`src/design/i420hm_pkg.sv`:
```
// Shared constants, codes and types of the I420 horizontal mirror.
package i420hm_pkg;

  localparam int unsigned MaxWidth  = 4096;
  localparam int unsigned MaxHeight = 4096;

  localparam int unsigned CfgW    = 13;
  localparam int unsigned CfgIdxW = 1;

  localparam int unsigned RstWidth  = 640;
  localparam int unsigned RstHeight = 480;

  // Column index into one bank, line lengths and pending counts, row counts.
  localparam int unsigned ColW  = $clog2(MaxWidth);
  localparam int unsigned SizeW = $clog2(MaxWidth + 1);
  localparam int unsigned HgtW  = $clog2(MaxHeight + 1);
  localparam int unsigned RowW  = $clog2(2 * MaxHeight);
  localparam int unsigned TotW  = $clog2(2 * MaxHeight + 1);

  // Queue between the front and the back.
  localparam int unsigned QDepth = 4;
  localparam int unsigned QPtrW  = $clog2(QDepth);
  localparam int unsigned QLvlW  = $clog2(QDepth + 1);

  typedef enum logic [0:0] {
    CMD_PIXEL = 1'b0,
    CMD_DRAIN = 1'b1
  } cmd_e;

  typedef enum logic [1:0] {
    PLANE_Y = 2'd0,
    PLANE_U = 2'd1,
    PLANE_V = 2'd2
  } plane_e;

  typedef enum logic [CfgIdxW-1:0] {
    CFG_FRAME_WIDTH  = 1'b0,
    CFG_FRAME_HEIGHT = 1'b1
  } cfg_idx_e;

  // One or two mirrored bytes caused by one request; the marks apply to the
  // final byte of the pair.
  typedef struct packed {
    logic [7:0] data0;
    logic [7:0] data1;
    logic       two;
    plane_e     plane;
    logic       last;
    logic       frame_end;
  } pair_t;

endpackage

```
`src/design/i420hm_queue.sv`:
```
// Short queue of byte pairs between the front end and the output stage.
module i420hm_queue (
  input  logic                         clk_i,
  input  logic                         rst_ni,
  input  logic                         push_valid_i,
  input  i420hm_pkg::pair_t            push_i,
  input  logic                         pop_i,
  output logic                         head_valid_o,
  output i420hm_pkg::pair_t            head_o,
  output logic [i420hm_pkg::QLvlW-1:0] level_o
);
  import i420hm_pkg::*;

  pair_t             slots_q [QDepth];
  logic [QPtrW-1:0]  wr_ptr_q, wr_ptr_d;
  logic [QPtrW-1:0]  rd_ptr_q, rd_ptr_d;
  logic [QLvlW-1:0]  level_q, level_d;
  logic              do_pop;

  assign do_pop = pop_i && (level_q != '0);

  always_comb begin
    wr_ptr_d = wr_ptr_q;
    rd_ptr_d = rd_ptr_q;
    level_d  = level_q;
    if (push_valid_i) begin
      wr_ptr_d = (wr_ptr_q == QPtrW'(QDepth - 1)) ? '0 : wr_ptr_q + QPtrW'(1);
    end
    if (do_pop) begin
      rd_ptr_d = (rd_ptr_q == QPtrW'(QDepth - 1)) ? '0 : rd_ptr_q + QPtrW'(1);
    end
    if (push_valid_i && !do_pop) begin
      level_d = level_q + QLvlW'(1);
    end else if (!push_valid_i && do_pop) begin
      level_d = level_q - QLvlW'(1);
    end
  end

  always_ff @(posedge clk_i or negedge rst_ni) begin
    if (!rst_ni) begin
      wr_ptr_q <= '0;
      rd_ptr_q <= '0;
      level_q  <= '0;
    end else begin
      wr_ptr_q <= wr_ptr_d;
      rd_ptr_q <= rd_ptr_d;
      level_q  <= level_d;
    end
  end

  always_ff @(posedge clk_i) begin
    if (push_valid_i) begin
      slots_q[wr_ptr_q] <= push_i;
    end
  end

  assign head_valid_o = (level_q != '0);
  assign head_o       = slots_q[rd_ptr_q];
  assign level_o      = level_q;

endmodule

```
`config.mk`:
```
export PLATFORM = sky130hd
export DESIGN_NAME = i420hm_queue
export DESIGN_NICKNAME = d
export VERILOG_FILES = /design/src/design/i420hm_pkg.sv /design/src/design/i420hm_queue.sv
export SDC_FILE = /design/constraint.sdc
export NUM_CORES = 1
export LEC_CHECK = 0
export BUFFER_PORTS_ARGS = -buffer_cell sky130_fd_sc_hd__buf_4
export CAP_MARGIN = 20
export CORE_MARGIN = 1
export CORE_UTILIZATION = 51
export CTS_BUF_LIST = sky130_fd_sc_hd__clkbuf_16
export CTS_CLUSTER_SIZE = 24
export DETAILED_ROUTE_END_ITERATION = 8
export MAX_ROUTING_LAYER = met4
export PLACE_DENSITY = 0.75
export SYNTH_ARGS = -nofsm -noshare
export SYNTH_HDL_FRONTEND = slang
export SYNTH_SLANG_ARGS = --single-unit
```
`constraint.sdc`:
```
create_clock -name clk_i -period 2 [get_ports clk_i]
set_input_delay 0.3 -clock clk_i [delete_from_list [all_inputs] [get_ports clk_i]]
set_output_delay 0.3 -clock clk_i [all_outputs]
set_load 0.005 [all_outputs]
```
==> results.py <==
metrics = {
    "run_status": {
        "outcome": "completed",
    },
    "final_layout": {
        "nets": 248,
        "ff_latch_area_um2": 2700,
        "areaGrowthSynthToFinish_pct": 25.0,
        "final_design_area_no_fill_um2": 4350,
        "multi_input_comb_area_um2": 731,
        "fill_cells": 431,
        "final_layout_size_suffix_gt1_share_pct": 47.5,
        "antenna_cells": 0,
    },
    "floorplan": {
        "core_region_area_um2": 6460,
        "die_w_um": 84.6,
        "initial_utilization_pct": 53.9,
        "ios": 50,
        "die_y_um": 84.6,
        "std_cell_rows": 29,
        "dieArea_um2": 7160,
    },
    "yosys": {
        "ys_top_cells_by_count": "84 x edfxtp_1, 18 x mux4_2, 7 x dfrtp_1",
        "synth-edff-count": 84,
        "mappedNetlistArea_um2": 3480,
        "synthMostInstantiatedCell": "edfxtp_1",
        "synth.ff_latch_count": 91,
        "synth.net_count": 178,
        "synth_top_flop_cell": "edfxtp_1",
        "synth_cell_type_count": 19,
        "avgSynthCellArea_um2": 23.8,
        "post-synth-top-area-fraction_pct": 72.5,
        "yosys_warnings": 0,
        "synth.top_cells.by_area": "edfxtp_1 72%, mux4_2 12%, dfrtp_1 5.0%",
        "post_synth_inst_count": 146,
        "synth_top_cell_by_area": "edfxtp_1",
        "asyncSetResetFlopFracSynth_pct": 7.69,
        "synth_seq_area_share_pct": 77.5,
    },
    "route": {
        "route.final.wire_length_um": 5730,
        "firstDrtPassIters": 8,
        "viasPerCell": 5.53,
        "detail_route.wl_per_cell_um": 19.2,
        "drt_iter0_markers": 130,
        "drc_errors": 0,
        "drt.antenna.violating_nets": 0,
        "routed-via-count": 1647,
    },
    "worst_setup_path": {
        "worst-path-max-fanout": 11,
        "worst_setup_path_end_kind": "primary output",
        "critical_path_required_ps": 1700,
        "cp.arrival_ps": 1650,
        "cp_slowest_cell": "mux4_1",
        "critical-path-max-stage-delay_ps": 570,
        "critical_path.n_buffers_inverters": 2,
        "crit_cells": 3,
        "timing.critical_path.from_type": "register",
        "timing.critical_path.cells": "buf_12 > mux4_1 > buf_4",
        "critical-path-top-delay-family": "multiplexers",
        "worst_setup_path_category": "register to primary output",
        "worst_case_reg_to_reg_path_depth": 8,
    },
    "flow_run": {
        "cap_violations": 0,
    },
    "timing": {
        "max_clock_freq_mhz": 513,
        "min_period_ps": 1950,
        "fin_setup_tns_ps": 0,
        "timing.final.crit_share_pct": 97.4,
        "report.final.hold_viol_count": 0,
        "clock-skew-final_ps": 6.75,
        "postLayoutSetupSlackWorst_ps": 51.7,
        "slew_headroom_pct": 71.3,
        "max_slew.worst_pin.slew_ps": 430,
        "final_max_slew_viol_count": 0,
        "rsz_0062_raised_after_global_routing": "yes",
        "timing.final.setup_violations": 0,
    },
    "power_and_ir_drop": {
        "power.leakage_nw": 1.58,
        "cellPowerDensity_nw_per_um2": 1430,
        "p_total_mw": 6.22,
        "power.ir.vdd_worst_mv": 0.721,
    },
    "clock_network": {
        "cts.clk_slew.worst_paths_ps": 60,
        "clock_insertion_delay_worst_skew_ps": 330,
        "cts-buffers-inserted": 9,
        "cts_root_buf": "clkbuf_16",
        "tritoncts": "done",
        "cts.sink_count": 91,
        "cts_h_tree_depth": 3,
        "cts.path.max_buffers": 2,
    },
    "placement": {
        "numPortBuffers": 49,
        "detailedPlacementHpwl_um": 3740,
        "gpl.final_weighted_congestion": 0.660,
        "placed_area_um2": 3990,
        "detailedPlace.worstSlack_ps": -8.14,
    },
    "hold_path": {
        "hold_class": "input pin to register",
        "min_path_cells": 1,
    },
    "global_routing": {
        "gr-total-overflow": 0,
        "grt_antenna_before_repair": 0,
        "grt_first_pass_wirelength_um": 8890,
        "grt_start_max_net_pins": 22,
        "grt_util_all_layers_pct": 18.0,
        "first_global_vias": 1773,
    },
}
[placed cells by master (no fill, tap or decap), drive strengths merged, types with 2 or more instances in the layout]
cell type,synthesis,layout
edfxtp,84,84
and2,4,4
nor2,3,3
mux4,21,21
nand2,3,3
clkinv,0,2
clkbuf,0,9
o21ai,2,2
mux2,3,3
xor2,2,2
dfrtp,7,7
inv,3,6
buf,5,63
ha,6,6
[report_power, final]
part	internal, mW	leakage [nW]	switching [mW]
Combinational	1.14	0.584	0.837
Sequential	2.46	0.854	0.114
Clock	0.976	0.147	0.687
Total	4.58	1.58	1.64
[layout make-up]
type / instances / share of cell area (%)
Sequential cell: 91 / 62.0
Tap cell: 77 / 2.21
Clock inverter: 7 / 1.70
Clock buffer: 9 / 5.18
Inverter: 3 / 0.259
Multi-Input combinational cell: 47 / 16.8
Timing Repair Buffer: 64 / 11.8
[timing repair]
item	CTS	global route
hold endpoints to repair	7	0
gates resized for setup	4	6
pin swaps	1	4
endpoints found under the setup margin	4	5
cloned	0	0
setup buffers	0	1
hold buffers	1	0
[layer usage]
metal / wire [um] / global-route usage, % / part of all wire, %
met1: 2310 / 22.1 / 40
met2: 3020 / 28.8 / 53
met3: 298 / 5.41 / 5.2
met4: 97 / 6.47 / 1.7
met5: 0 / - / 0
[metrics by stage]
stage | utilization (%) | std cells | hold WS (ps)
finish | 67.4 | 298 | 166
global route | 67.4 | 298 | 156
floorplan | - | 146 | 4.41
CTS | 66.9 | 297 | 157
global placement | 61.8 | 280 | 114
detailed placement | 61.8 | 280 | 121
[flip-flops by register name (all words and copies together) (netlist names)]
signal,count
slots_q,84
level_o,3
rd_ptr_q,2
wr_ptr_q,2
[worst paths after layout]
| check | start | end | slack [ps] |
|---|---|---|---|
| max in group asynchronous | rst_ni | rd_ptr_q[0] | 1550 |
| min in group asynchronous | rst_ni | level_o[0] | 310 |
| worst max-delay path | rd_ptr_q[0] | head_o[18] | 50 |
| worst min-delay path | push_i[1] | slots_q[3][1] | 170 |
| worst min register to register | level_o[2] | level_o[2] | 500 |
| worst max register to register | level_o[1] | level_o[2] | 70 |
[worst register-to-register path: stages (launching register included)]
cell and delay (ps):
dfrtp_1 380, or3_4 410, nand2_4 90, ha_4 140, inv_1 50, fa_2 330
xor2_1 160, nor2_1 130, xor2_1 160
[kinds of logic after synthesis]
family,after synthesis,share of synthesized area (%)
fa+ha+maj,7,2.73
compound gates,2,0.288
flops,91,77.5
simple gates,11,1.76
mux,24,14.9
xor+xnor,3,0.755
buf+inv,8,2.08
Note: power is estimated with default switching activity, not from simulation.
