### src/design/i420hm_pkg.sv
// Shared constants, codes and types of the I420 horizontal mirror.
package i420hm_pkg;

  localparam int unsigned MaxWidth  = 4096;
  localparam int unsigned MaxHeight = 4096;

  localparam int unsigned CfgW    = 13;
  localparam int unsigned CfgIdxW = 1;

  localparam int unsigned RstWidth  = 640;
  localparam int unsigned RstHeight = 480;

  // Column index into one bank, line lengths and pending counts, row counts.
  localparam int unsigned ColW  = $clog2(MaxWidth);
  localparam int unsigned SizeW = $clog2(MaxWidth + 1);
  localparam int unsigned HgtW  = $clog2(MaxHeight + 1);
  localparam int unsigned RowW  = $clog2(2 * MaxHeight);
  localparam int unsigned TotW  = $clog2(2 * MaxHeight + 1);

  // Queue between the front and the back.
  localparam int unsigned QDepth = 4;
  localparam int unsigned QPtrW  = $clog2(QDepth);
  localparam int unsigned QLvlW  = $clog2(QDepth + 1);

  typedef enum logic [0:0] {
    CMD_PIXEL = 1'b0,
    CMD_DRAIN = 1'b1
  } cmd_e;

  typedef enum logic [1:0] {
    PLANE_Y = 2'd0,
    PLANE_U = 2'd1,
    PLANE_V = 2'd2
  } plane_e;

  typedef enum logic [CfgIdxW-1:0] {
    CFG_FRAME_WIDTH  = 1'b0,
    CFG_FRAME_HEIGHT = 1'b1
  } cfg_idx_e;

  // One or two mirrored bytes caused by one request; the marks apply to the
  // final byte of the pair.
  typedef struct packed {
    logic [7:0] data0;
    logic [7:0] data1;
    logic       two;
    plane_e     plane;
    logic       last;
    logic       frame_end;
  } pair_t;

endpackage

### src/design/i420hm_if.sv


interface i420hm_res_if;
  import i420hm_pkg::*;

  logic       valid;
  logic       ready;
  logic [7:0] pixel_out;
  plane_e     plane;
  logic       last_in_line;
  logic       last_in_frame;

  modport source (output valid, pixel_out, plane, last_in_line, last_in_frame, input ready);
  modport sink (input valid, pixel_out, plane, last_in_line, last_in_frame, output ready);
endinterface

### src/design/i420hm_back.sv
// Output stage: unpacks byte pairs into single results behind an output register.
module i420hm_back (
  input  logic              clk_i,
  input  logic              rst_ni,
  input  logic              head_valid_i,
  input  i420hm_pkg::pair_t head_i,
  output logic              pop_o,
  i420hm_res_if.source      res_o
);
  import i420hm_pkg::*;

  pair_t cur_q;
  logic  cur_valid_q;
  logic  sel_q;
  logic  take, last_byte, load;

  assign take      = res_o.valid && res_o.ready;
  assign last_byte = !cur_q.two || sel_q;
  assign load      = head_valid_i && (!cur_valid_q || (take && last_byte));
  assign pop_o     = load;

  always_ff @(posedge clk_i or negedge rst_ni) begin
    if (!rst_ni) begin
      cur_valid_q <= 1'b0;
      sel_q       <= 1'b0;
    end else if (load) begin
      cur_valid_q <= 1'b1;
      sel_q       <= 1'b0;
    end else if (take) begin
      if (last_byte) begin
        cur_valid_q <= 1'b0;
      end else begin
        sel_q <= 1'b1;
      end
    end
  end

  always_ff @(posedge clk_i) begin
    if (load) begin
      cur_q <= head_i;
    end
  end

  assign res_o.valid         = cur_valid_q;
  assign res_o.pixel_out     = sel_q ? cur_q.data1 : cur_q.data0;
  assign res_o.plane         = cur_q.plane;
  assign res_o.last_in_line  = last_byte && cur_q.last;
  assign res_o.last_in_frame = last_byte && cur_q.frame_end;

endmodule

### src/flat_wrapper.sv
// flat-port wrapper written by rule: the top's interface ports become plain ports
module i420hm_back_flat import i420hm_pkg::*;
  (clk_i, rst_ni, head_valid_i, head_i, pop_o, res_o_valid, res_o_pixel_out, res_o_plane, res_o_last_in_line, res_o_last_in_frame, res_o_ready);
  i420hm_res_if res_o_i ();
  input  logic clk_i;
  input  logic rst_ni;
  input  logic head_valid_i;
  input  i420hm_pkg::pair_t head_i;
  output logic pop_o;
  output wire logic [$bits(res_o_i.valid)-1:0] res_o_valid;
  output wire logic [$bits(res_o_i.pixel_out)-1:0] res_o_pixel_out;
  output wire logic [$bits(res_o_i.plane)-1:0] res_o_plane;
  output wire logic [$bits(res_o_i.last_in_line)-1:0] res_o_last_in_line;
  output wire logic [$bits(res_o_i.last_in_frame)-1:0] res_o_last_in_frame;
  input wire logic [$bits(res_o_i.ready)-1:0] res_o_ready;
  assign res_o_valid = res_o_i.valid;
  assign res_o_pixel_out = res_o_i.pixel_out;
  assign res_o_plane = res_o_i.plane;
  assign res_o_last_in_line = res_o_i.last_in_line;
  assign res_o_last_in_frame = res_o_i.last_in_frame;
  assign res_o_i.ready = res_o_ready;
  i420hm_back u_core (.clk_i(clk_i), .rst_ni(rst_ni), .head_valid_i(head_valid_i), .head_i(head_i), .pop_o(pop_o), .res_o(res_o_i));
endmodule
### config.mk
export PLATFORM = sky130hd
export DESIGN_NAME = i420hm_back_flat
export DESIGN_NICKNAME = d
export VERILOG_FILES = /design/src/design/i420hm_pkg.sv /design/src/design/i420hm_if.sv /design/src/design/i420hm_back.sv /design/src/flat_wrapper.sv
export SDC_FILE = /design/constraint.sdc
export NUM_CORES = 1
export LEC_CHECK = 0
export ABC_AREA = 1
export BUFFER_PORTS_ARGS = -buffer_cell sky130_fd_sc_hd__buf_4
export CAP_MARGIN = 5
export CORE_ASPECT_RATIO = 0.9
export CORE_MARGIN = 2
export CORE_UTILIZATION = 40
export DETAILED_ROUTE_END_ITERATION = 7
export PLACE_DENSITY = 0.7
export SLEW_MARGIN = 20
export SYNTH_ARGS = -nofsm -noshare
export SYNTH_HDL_FRONTEND = slang
export SYNTH_SLANG_ARGS = --single-unit
### constraint.sdc
create_clock -name clk_i -period 2.3 [get_ports clk_i]
set_clock_uncertainty 0.15 [all_clocks]
set_input_delay 0.46 -clock clk_i [delete_from_list [all_inputs] [get_ports clk_i]]
set_output_delay 0.46 -clock clk_i [all_outputs]
set_load 0.01 [all_outputs]
==> reports/results.ini <==
[cts]
cts_sinks = 23
clock_path_buffers = 2
cts_buffers = 3
cts_setup_buffers = 0
h-tree-depth = 1
cts_resized = 0
clock_latency_ns = 0.30
clk_pin_slew_ns = 0.11
tritoncts = yes
root_buffer = clkbuf_4

[setup_path]
crit_family = flip-flops
crit_buf_inv = 3
ff2ff_setup_slack_ns = 0.57
crit_chain = inv_8 > nand2_4 > nand2_2 > nand2_2 > nand2_2 > inv_1 > buf_4
cpMostUsedCell = nand2_2
crit_type = reg -> out
max_stage_delay_ns = 0.62
reg2reg_from = u_core.sel_q$_DFFE_PN0P_
critPathSlowestCell = dfrtp_1
end_kind = output pin
start_kind = flop
path_max_fanout = 10
critPathRequiredTime_ns = 1.69
worstPathArrival_ns = 1.43
rr_worst_depth = 7
r2r_end = u_core.cur_q[10]$_DFFE_PP_

[floorplanning]
dieHeight_um = 49.0
die_width_um = 54.0
ios = 39
dieArea_mm2 = 0.00264
start_util_pct = 41.6
rows = 16
fp.coreArea_mm2 = 0.00216

[place]
placed_cell_area_mm2 = 0.00120
dp_hpwl_um = 1220
io_buffer_count = 38
gp_congestion = 0.667

[drt]
vias_per_cell = 4.22
ant_nets = 0
vias = 587
drcViolationCount = 0
drt_iter0_markers = 5
wl_um = 1590
dr.pass1.iters = 4
wl_per_cell_um = 11.4

[job]
cap_violations = 0

[min_path]
min_from = head_i[2]
holdPathStages = 1
hold_end = u_core.res_o.plane[0]$_DFFE_PP_
hold_class = in -> reg

[timing]
tightest_slew_ns = 0.420
rsz0062_at_grt = no
hold_viol = 0
fin_crit_ns = 2.04
finalSetupViolCount = 0
fin_setup_tns_ns = 0
fmax_ghz = 0.491
slew_violations = 0
slew_headroom_pct = 72.0
post-route-period-util_pct = 88.6

[global_route]
grt_pass1_wl_um = 2460
grt_pass1_vias = 568
antenna_found_initial = 0
track_usage_pct = 13.5
overflow = 0
grt_max_degree = 22

[logic_synthesis]
synthDistinctLibCells = 11
seq_area_frac_synth_pct = 75.7
yosysTopAreaCell = edfxtp_1
avgSynthCellArea_um2 = 12.7
netlist_instances = 71
synth_top_area_share_pct = 70.1
synthesis.nets = 96
synthTopCellsByArea = edfxtp_1 (70%), nand2_1 (12%), dfrtp_1 (5.6%), inv_1 (3.3%), nand2_2 (2.1%)
syn_area_um2 = 900
ys_ff_latch = 23
synth_warnings = 0

[pwr]
cellPowerDensity_mw_per_mm2 = 708
leakage_nw = 0.590
peakVddDrop_v = 0.000432

[cells_and_area]
drive_above_1_share_pct = 42.0
nets = 138
n_antenna_cell = 0
design_area_mm2 = 0.00124
syn_to_final_growth_pct = 37.4
num-fill-cells = 193

[run_status]
status = finished, final reports clean

[routing by layer]
| layer | GRT usage [%] | vias up | part of all wire, % |
|---|---|---|---|
| met2 | 21.3 | 21 | 53 |
| met3 | 4.60 | 4 | 6.9 |
| met1 | 15.2 | 254 | 37 |
| met4 | 8.75 | 0 | 2.3 |
| met5 | 0 | - | 0 |
| li1 | - | 308 | - |
[cell usage after synthesis]
cell type and n:
nand2_1 29, edfxtp_1 21, inv_1 8, nand2_2 3
buf_4 2, dfrtp_1 2, nor2_1 2, buf_6 1
inv_8 1, nand2_4 1, nand3_1 1
[cells by family after synthesis]
| logic type | after synthesis | share of synthesized area [%] |
|---|---|---|
| flip-flops | 23 | 75.7 |
| AND/OR/NAND/NOR | 36 | 16.8 |
| buffers and inverters | 12 | 7.51 |
[placed cells by master (no fill, tap or decap)]
| cell | netlist | routed |
|---|---|---|
| clkbuf_4 | 0 | 3 |
| buf_4 | 2 | 39 |
| dlygate4sd3_1 | 0 | 1 |
| dfrtp_1 | 2 | 2 |
| nand2_2 | 3 | 3 |
| inv_1 | 8 | 8 |
| nand2_4 | 1 | 1 |
| inv_8 | 1 | 1 |
| clkbuf_1 | 0 | 1 |
| nand2_1 | 29 | 29 |
| edfxtp_1 | 21 | 21 |
| nor2_1 | 2 | 2 |
| nand3_1 | 1 | 1 |
[flip-flops by register name (all words and copies together) (netlist names)]
name and flops:
u_core.cur_q 19, u_core.sel_q 1, u_core.res_o.valid 1, u_core.res_o.plane 2
[metrics by stage]
step           power [mW]  setup WS (ns)  hold WS [ns]  util (%)  instances
2_1_floorplan       0.614          0.511        0.0144         -         71
3_3_place_gp        0.704          0.633        0.0975      55.5        134
3_5_place_dp        0.710          0.568        0.0979      55.5        134
4_1_cts             0.887          0.240         0.166      57.2        139
5_1_grt             0.928          0.135         0.148      57.2        139
6_report            0.875          0.263         0.176      57.2        139
[repair_timing]
item,4_1_cts,5_1_grt
hold buffers,1,0
endpoints found under the setup margin,0,0
endpoints found under the hold margin,2,0
[report_power, final]
part	internal (mW)	total, mW	switching (mW)
logic	0.0945	0.185	0.0903
registers	0.492	0.514	0.0220
clock network	0.0676	0.176	0.109
[final cells by class]
cell class              instances  area, um^2  area share [%]
well taps                      27        33.8            2.73
multi-input cells              36         151            12.2
flip-flops and latches         23         681            55.1
repair buffers                 40         303            24.5
inverters                       9        41.3            3.34
clock buffers                   4        26.3            2.13
[worst max path at each step]
stage	start	to	slack, ns	depth (start not counted)
global placement	u_core.sel_q$_DFFE_PN0P_	u_core.cur_q[1]$_DFFE_PP_	0.63	7
finish	u_core.sel_q$_DFFE_PN0P_	pop_o	0.26	7
CTS	u_core.sel_q$_DFFE_PN0P_	pop_o	0.24	7
global route	u_core.sel_q$_DFFE_PN0P_	pop_o	0.13	7
floorplan	u_core.sel_q$_DFFE_PN0P_	pop_o	0.51	7
detailed placement	u_core.sel_q$_DFFE_PN0P_	u_core.cur_q[4]$_DFFE_PP_	0.57	7
Power figures use the tool's default switching activity.
